File: src/design/bps_pkg.sv
// ----------------------------------------------------------------------------
// Blinn-Phong shade package
// Shared widths, payload structs, register codes and the log2/exp2 tables.
// ----------------------------------------------------------------------------
package bps_pkg;

	localparam int POW_TABLE_ADDR_BITS = 10;
	localparam int TAB_DEPTH = 1 << POW_TABLE_ADDR_BITS;

	localparam int NUM_W  = 43;   // dot << 10
	localparam int RAD_W  = 54;   // |s|^2 << 20
	localparam int ROOT_W = 27;   // sqrt of RAD
	localparam int Q_W    = 14;   // cosine quotient bits below 1.0
	localparam int H_W    = 15;   // cosine incl. saturated 1.0
	localparam int F_W    = 15;   // specular factor, Q.14

	localparam logic [H_W-1:0] ONE_Q14 = H_W'(16384);
	localparam logic [16:0]    OUT_MAX = 17'h1FFFF;

	localparam logic [1:0] CFG_SPEC_RED   = 2'd0;
	localparam logic [1:0] CFG_SPEC_GREEN = 2'd1;
	localparam logic [1:0] CFG_SPEC_BLUE  = 2'd2;
	localparam logic [1:0] CFG_SHININESS  = 2'd3;

	typedef struct packed {
		logic [47:0] diffuse;
		logic        front;
	} side_t;

	typedef struct packed {
		side_t              side;
		logic               active;
		logic [NUM_W-1:0]   num;
		logic [ROOT_W-1:0]  root;
	} geo_t;

	typedef struct packed {
		side_t          side;
		logic [H_W-1:0] h;
	} hcos_t;

	typedef struct packed {
		side_t          side;
		logic [F_W-1:0] f;
	} powr_t;

	typedef logic [TAB_DEPTH-1:0][15:0] log_tab_t;
	typedef logic [TAB_DEPTH-1:0][30:0] exp_tab_t;

	function automatic logic [63:0] isqrt64(input logic [63:0] v);
		logic [63:0] rem;
		logic [63:0] res;
		logic [63:0] bitv;
		rem  = v;
		res  = '0;
		bitv = 64'd1 << 62;
		while (bitv > rem)
			bitv = bitv >> 2;
		while (bitv != 64'd0) begin
			if (rem >= res + bitv) begin
				rem = rem - (res + bitv);
				res = (res >> 1) + bitv;
			end else begin
				res = res >> 1;
			end
			bitv = bitv >> 2;
		end
		return res;
	endfunction

	// log2(1 + i/2^A) in Q0.16 by repeated squaring
	function automatic log_tab_t gen_log_tab();
		log_tab_t    tab;
		logic [63:0] x;
		logic [15:0] frac;
		for (int i = 0; i < TAB_DEPTH; i++) begin
			x    = (64'd1 << 30) + (64'(i) << (30 - POW_TABLE_ADDR_BITS));
			frac = '0;
			for (int k = 0; k < 16; k++) begin
				x    = (x * x) >> 30;
				frac = frac << 1;
				if (x >= (64'd2 << 30)) begin
					x       = x >> 1;
					frac[0] = 1'b1;
				end
			end
			tab[i] = frac;
		end
		return tab;
	endfunction

	// 2^(-j/2^A) in Q.30 as a product of 2^(-2^-k) factors
	function automatic exp_tab_t gen_exp_tab();
		exp_tab_t    tab;
		logic [63:0] c [POW_TABLE_ADDR_BITS];
		logic [63:0] e;
		c[0] = isqrt64(64'd1 << 59);
		for (int k = 1; k < POW_TABLE_ADDR_BITS; k++)
			c[k] = isqrt64(c[k-1] << 30);
		for (int j = 0; j < TAB_DEPTH; j++) begin
			e = 64'd1 << 30;
			for (int k = 1; k <= POW_TABLE_ADDR_BITS; k++) begin
				if (((j >> (POW_TABLE_ADDR_BITS - k)) & 1) != 0)
					e = (e * c[k-1]) >> 30;
			end
			tab[j] = e[30:0];
		end
		return tab;
	endfunction

	localparam log_tab_t LOG_TAB = gen_log_tab();
	localparam exp_tab_t EXP_TAB = gen_exp_tab();

endpackage

File: src/design/bps_div.sv
// ----------------------------------------------------------------------------
// Blinn-Phong cosine divider
// Saturating restoring division of the dot by the length, one bit per stage.
// ----------------------------------------------------------------------------
module bps_div (
	input  logic           clk,
	input  logic           arst_n,
	input  logic           in_valid,
	output logic           in_ready,
	input  bps_pkg::geo_t  in_geo,
	output logic           out_valid,
	input  logic           out_ready,
	output bps_pkg::hcos_t out_cos
);

	typedef struct packed {
		bps_pkg::side_t             side;
		logic                       active;
		logic                       sat;
		logic [bps_pkg::NUM_W-1:0]  rem;
		logic [bps_pkg::ROOT_W-1:0] root;
		logic [bps_pkg::Q_W-1:0]    q;
	} div_t;

	localparam int NS = bps_pkg::Q_W + 1;

	logic [NS-1:0] dv_s;
	logic [NS:0]   d_rdy;
	div_t          dd_s  [NS];
	div_t          d_in  [NS];
	div_t          d_nxt [NS];

	assign d_rdy[NS] = out_ready;
	for (genvar k = 0; k < NS; k++) begin : g_rdy
		assign d_rdy[k] = !dv_s[k] || d_rdy[k+1];
	end
	assign in_ready = d_rdy[0];

	always_comb begin
		logic [bps_pkg::NUM_W-1:0] dvs;
		dvs = '0;
		d_in[0].side   = in_geo.side;
		d_in[0].active = in_geo.active;
		d_in[0].sat    = 1'b0;
		d_in[0].rem    = in_geo.num;
		d_in[0].root   = in_geo.root;
		d_in[0].q      = '0;
		for (int k = 1; k < NS; k++)
			d_in[k] = dd_s[k-1];
		// first stage: quotient of 1.0 or more saturates
		d_nxt[0]     = d_in[0];
		d_nxt[0].sat = in_geo.num >= (bps_pkg::NUM_W'(in_geo.root) << bps_pkg::Q_W);
		for (int k = 1; k < NS; k++) begin
			d_nxt[k] = d_in[k];
			dvs = bps_pkg::NUM_W'(d_in[k].root) << (NS - 1 - k);
			if (d_in[k].rem >= dvs) begin
				d_nxt[k].rem = d_in[k].rem - dvs;
				d_nxt[k].q[NS-1-k] = 1'b1;
			end
		end
	end

	always_ff @(posedge clk or negedge arst_n) begin
		if (!arst_n) begin
			dv_s <= '0;
		end else begin
			for (int k = 0; k < NS; k++) begin
				if (d_rdy[k])
					dv_s[k] <= (k == 0) ? in_valid : dv_s[(k == 0) ? 0 : k-1];
			end
		end
	end

	always_ff @(posedge clk) begin
		for (int k = 0; k < NS; k++) begin
			if (d_rdy[k])
				dd_s[k] <= d_nxt[k];
		end
	end

	assign out_valid    = dv_s[NS-1];
	assign out_cos.side = dd_s[NS-1].side;
	assign out_cos.h    = !dd_s[NS-1].active ? '0 :
	                      dd_s[NS-1].sat     ? bps_pkg::ONE_Q14 :
	                      bps_pkg::H_W'(dd_s[NS-1].q);

	a_cos_range: assert property (@(posedge clk) disable iff (!arst_n)
		out_valid |-> out_cos.h <= bps_pkg::ONE_Q14)
		else $error("cosine above one");
	a_cos_idle: assert property (@(posedge clk) disable iff (!arst_n)
		(out_valid && !dd_s[NS-1].active) |-> out_cos.h == '0)
		else $error("inactive hit with nonzero cosine");

endmodule

File: config.mk
export PLATFORM = sky130hd
export DESIGN_NAME = bps_div
export DESIGN_NICKNAME = d
export VERILOG_FILES = /design/src/design/bps_pkg.sv /design/src/design/bps_div.sv
export SDC_FILE = /design/constraint.sdc
export NUM_CORES = 2
export LEC_CHECK = 0
export ABC_AREA = 1
export BUFFER_PORTS_ARGS = -buffer_cell sky130_fd_sc_hd__buf_2
export CAP_MARGIN = 40
export CORE_UTILIZATION = 51
export DETAILED_ROUTE_END_ITERATION = 10
export PLACE_DENSITY_LB_ADDON = 0.05
export SETUP_SLACK_MARGIN = 0.4
export SYNTH_ARGS = -nofsm -noshare
export SYNTH_HDL_FRONTEND = slang
export SYNTH_SLANG_ARGS = --single-unit
File: constraint.sdc
create_clock -name clk -period 13.9 [get_ports clk]
set_input_delay 0.695 -clock clk [delete_from_list [all_inputs] [get_ports clk]]
set_output_delay 0.695 -clock clk [all_outputs]
set_load 0.03 [all_outputs]
======== Yosys cells after proc, flatten, opt, wreduce, memory -nomap -nowiden ========
Memory sizes are Yosys's and may differ from the RTL's.
Index checks and enable logic that the tools add are counted.
word-level totals
  register bits ........................... 15
  RAM bits ................................ 2025
  memories ................................ 1
  word-level logic and storage cells ...... 135
  output and inout bits ................... 66
memory list
  memory  depth  bits a word  rd ports  clocked after Yosys merged registers in  wr ports  line           RTL
  dd_s    15     135          15        0                                        15        bps_div.sv:29  div_t dd_s [NS];
cells by class
  add/sub/neg operators ................... 14
  reductions and logical operators ........ 30
  magnitude comparators ................... 15
  mux-type cells .......................... 60
operators with widths
  operator          number
  $mux 43           14
  $mux 1            44
  $ge 43x27->1      1
  $ge 43x28->1      1
  $ge 43x29->1      1
  $ge 43x30->1      1
  $ge 43x31->1      1
  $ge 43x32->1      1
  $ge 43x33->1      1
  $ge 43x34->1      1
  $ge 43x35->1      1
  $ge 43x36->1      1
  $ge 43x37->1      1
  $ge 43x38->1      1
  $ge 43x39->1      1
  $ge 43x40->1      1
  $ge 43x41->1      1
  $sub 43x27->43    1
  $sub 43x28->43    1
  $sub 43x29->43    1
  $sub 43x30->43    1
  $sub 43x31->43    1
  $sub 43x32->43    1
  $sub 43x33->43    1
  other kinds (10)  39

======== Longest topological paths before layout ========
  word-level depth ........................ 18
  depth in mapped cells ................... 18
  mapped depth without buffers ............ 18

======== Worst setup path after synthesis ========
Ideal clock, no wire load.
  path kind ............................... input to register
  from .................................... input out_ready
  to ...................................... memory dd_s[0][100] (netlist bit) (enable)
  stages .................................. 8
  arrival time ............................ 12.610 ns
  required time ........................... 12.173 ns
  slack ................................... -0.437 ns
  setup time .............................. 1.727 ns
  cell sequence ........................... inv_1 > nand4_2 > nor2_4 > nand4_4 > nor2_4 > nand4_2 > nor2_2 > nand4_1
RTL lines
  element          line           RTL
  start, declared  bps_div.sv:12  input logic out_ready,
  end, declared    bps_div.sv:29

======== Worst setup path after layout ========
  from .................................... register dv_s[14]
  to ...................................... output in_ready
on the way
  longest elaborated chain between the ends .. 16
ends and longest elaborated chain
  element                          line           RTL
  start, declared                  bps_div.sv:27  logic [NS-1:0] dv_s;
  start signal, assigned by index  bps_div.sv:69  dv_s[k] <= (k == 0) ? in_valid : dv_s[(k == 0) ? 0 : k-1];
  $logic_not 1->1                  bps_div.sv:35  assign d_rdy[k] = !dv_s[k] || d_rdy[k+1];
  $logic_or 1x1->1 (3 in series)   bps_div.sv:35
  via d_rdy[12]                    bps_div.sv:28  logic [NS:0] d_rdy;
  $logic_or 1x1->1 (4 in series)   bps_div.sv:35
  via d_rdy[8]                     bps_div.sv:28
  $logic_or 1x1->1 (4 in series)   bps_div.sv:35
  via d_rdy[4]                     bps_div.sv:28
  $logic_or 1x1->1 (4 in series)   bps_div.sv:35
  end, declared                    bps_div.sv:9   output logic in_ready,
The timed path passes the listed nets, and every way through them passes these cells.

==> results by group <==
Finish
  – Share of layout cells above drive strength 1: 7.92%
  – Final Core Density: 57.2%
  – Cell area after layout: 104,000 um2
  – Area grow syn2layout: 10.8%
  – Fillers: 15,815
  – Final nets: 10,247
  – Post-route insts no fill: 12,237

Critical path
  – Crit-path max FO: 32
  – Critical path data arrival time: 4900 ps
  – Reg2reg start: dv_s[14]
  – Startpoint types: flip-flop
  – CP Class: reg2out
  – Launch point of the worst path: dv_s[14]
  – Critical Path RT: 13,200 ps
  – Worst setup endpoint: in_ready
  – R2R setup slack: 9280 ps
  – Worst R2R Path Depth: 9
  – CP Capture Type: output pin
  – FF-to-FF End: dd_s[0][297]

Power
  – Power density over the cells: 261 nW/um2
  – Sw frac: 42.2%
  – Clock power share: 19.1%
  – Power Total: 27.1 mW
  – Leak: 44.3 nW
  – Internal power: 15.7 mW
  – Seq pwr share: 38.7%
  – Max IR drop VDD: 0.142 mV
  – Switch Pwr: 11.4 mW
  – Combinational power share: 42.2%

Run status
  – Status: finished, final reports clean

Route
  – DR DRC count: 0
  – DR WL/cell: 21.8 um
  – Final antenna-violating net count: 0
  – Final WL: 267,000 um
  – Pre-Repair DR Iteration Count: 6
  – DRT iter0 DRCs: 5,906
  – Routed vias/inst: 5.42
  – Vias post-DR: 66,321

Logic synthesis
  – Post-synth ARST share: 0.804%
  – Post-Syn Instances: 9,397
  – YS warnings: 0
  – Syn Std Cell Area: 93,600 um2
  – Leading area contributor after synthesis: edfxtp_1
  – Sequential area share after synthesis: 59.7%
  – Main synth FF type: edfxtp_1
  – EDFF count, synth: 1,850
  – Post-Syn Nets: 9,939
  – Yosys top cell area share: 59.3%
  – Netlist cell types: 59
  – Largest cells by area after synthesis: edfxtp_1 (59%), nand2_1 (11%), ha_1 (5.4%)
  – Flops & latches, synth: 1,865
  – Mapped Avg Cell Area: 9.97 um2

Run
  – Maxcap violations: 0

Place
  – Detailed Place HPWL: 213,000 um
  – Placed cell areas: 97,100 um2
  – Number of instances in the placed design: 11,863
  – IO buf count: 189
  – Routability cong.: 0.991

Min path
  – HP Class: in2reg

Clock network
  – Max Buffers Root-to-Sink: 3
  – CTS Buf Count: 187
  – Post-CTS setup buffer count: 0
  – CTS tree: built
  – Worst-Skew Late Latency: 840 ps
  – Hold-fix buffers at CTS: 22
  – Clock Tree Root: clkbuf_16
  – Clock slew at reported path FFs: 60 ps
  – Sink Count: 1,865
  – CTS resizes: 0
  – H-tree depth: 4

Timing
  – Fmax achieved: 179 MHz
  – Setup TNS: 0 ps
  – Worst rel slew slack: 41.2%
  – Worst Clk Skew: 71.1 ps
  – Fin crit share: 40.2%
  – RSZ-0062 raised after global routing: no
  – Final setup vio count: 0
  – Worst Tran Pin Value: 883 ps
  – Final Max Tran Viols: 0
  – Tmin final: 5590 ps
  – Final hold vios: 0

Die
  – # rows: 156
  – # IOs: 190
  – Core area: 182,000 um2
  – Die area: 185,000 um2
  – Die W: 431 um
  – Starting density of the core: 51.6%
  – Die height: 431 um

Global route
  – Global-route wire length before repair: 395,000 um
  – Initial antenna violation count: 5
  – Vias in the first global route: 63,244
  – GRT Total Usage: 28.7%
  – Largest net degree at the start of global routing: 115
  – Grt total ovfl: 0
## through the flow
stage / hold slack (ps) / worst slack (ps)
finish: 65.5 / 8310
detailed placement: 405 / 8630
floorplan: 399 / 857
CTS: 1.30 / 8170
global placement: 400 / 8250
global route: 1.55 / 7960
## placed cells by master, fill, tap and decap left out, drive strengths merged, types with 2 or more instances in the layout
| cell | count |
|---|---|
| nand2 | 2737 |
| edfxtp | 1850 |
| inv | 1276 |
| nor2 | 878 |
| a21oi | 523 |
| nand3 | 457 |
| o21ai | 417 |
| ha | 405 |
| buf | 226 |
| clkbuf | 222 |
| xor2 | 163 |
| nand4 | 155 |
| clkinv | 88 |
| nor3 | 84 |
| xnor2 | 82 |
| nand3b | 56 |
| nor4 | 47 |
| o21bai | 25 |
| dlygate4sd3 | 23 |
| bufinv | 22 |
| o21a | 18 |
| dfrtp | 15 |
| a21o | 14 |
| fa | 13 |
| and2 | 13 |
| or2 | 10 |
| o211ai | 9 |
| a21boi | 9 |
| a31oi | 5 |
| clkinvlp | 5 |
| diode | 4 |
| and3 | 3 |
| nand2b | 3 |
| or4 | 2 |
## power by group through the flow
| stage | logic (mW) | clock network (mW) | registers [mW] |
|---|---|---|---|
| 6_report | 11.4 | 5.17 | 10.5 |
| 5_1_grt | 12.7 | 5.49 | 10.6 |
| 4_1_cts | 11.3 | 5.29 | 10.5 |
| 3_5_place_dp | 11.2 | 0 | 10.6 |
| 3_3_place_gp | 11.1 | 0 | 10.6 |
| 2_1_floorplan | 8.02 | 0 | 9.80 |
## kinds of logic (layout without fill, tap and decap cells)
group | count (synthesis) | count (layout) | share of synthesized area, %
AND/OR/NAND/NOR | 4448 | 4448 | 20.0
flip-flops | 1865 | 1865 | 59.7
buffers and inverters | 1396 | 1862 | 6.26
AO/OA/AOI/OAI | 1025 | 1025 | 6.06
adder cells (fa/ha/maj) | 418 | 418 | 5.69
XOR/XNOR | 245 | 245 | 2.29
other | 0 | 4 | 0
## layout make-up
cell class	instances	area (um2)	share of cell area, %
clock inverter	125	1560	1.50
tap	2370	2970	2.86
sequential	1865	55900	53.9
clock buffer	222	4880	4.71
multi-input combinational	6136	32000	30.8
inverter	1266	4790	4.61
antenna	4	10.0	0.00965
timing repair buffer	249	1660	1.60
## state kept, by name, summed over array words and instances (netlist names)
register / flops
dd_s: 1850
dv_s: 15
## critical path, stage by stage, from the launching register on
cell	delay, ps
dfrtp_1	520
nand4_4	640
nor2_4	510
nand4_4	490
nor2_4	440
nand4_4	130
nor2_2	380
nand4_1	440
buf_8	300
buf_2	190
## synthesized netlist by cell type (5+ instances only)
cell         n
buf_6       35
dfrtp_1     15
inv_4        5
fa_1        13
nand2_1   2669
a21o_1      14
ha_1       405
nor3_1      79
buf_4       63
edfxtp_1  1850
and2_1      12
xor2_1     163
a21oi_2     31
a21oi_1    492
xnor2_1     82
inv_1     1248
o211ai_1     9
o21ai_1     45
nand2_4      9
o21bai_1    25
buf_2       25
nand2_2     58
or2_2        9
nand3b_1    56
nor2_4       8
inv_2       12
nor4_1      46
buf_8        6
o21a_1      18
nor2_2      27
nor2_1     843
nand3_1    438
nand4_1    152
o21ai_2     58
nand3_2     17
nor3_2       5
o21ai_0    314
a31oi_1      5
a21boi_0     9
## worst min path at each step
| stage | startpoint | end | slack, ps | cells after the start |
|---|---|---|---|---|
| CTS | in_geo[29] | dd_s[0][43] | 1 | 1 |
| global placement | dd_s[1][505] | dd_s[1][640] | 400 | 0 |
| global route | in_geo[108] | dd_s[0][123] | 2 | 1 |
| detailed placement | dd_s[0][914] | dd_s[0][1049] | 400 | 0 |
| finish | in_geo[108] | dd_s[0][123] | 70 | 1 |
| floorplan | arst_n | dv_s[0] | 400 | 0 |
## metal layers
| layer | global-route usage, % | up-vias | share of wire [%] |
|---|---|---|---|
| met5 | 0 | - | 0.0049 |
| met4 | 9.66 | 2 | 3.6 |
| met3 | 3.78 | 421 | 5.9 |
| met2 | 46.2 | 2124 | 46 |
| met1 | 40.1 | 31598 | 45 |
| li1 | - | 32176 | - |
Note: power is estimated with default switching activity, not from simulation.
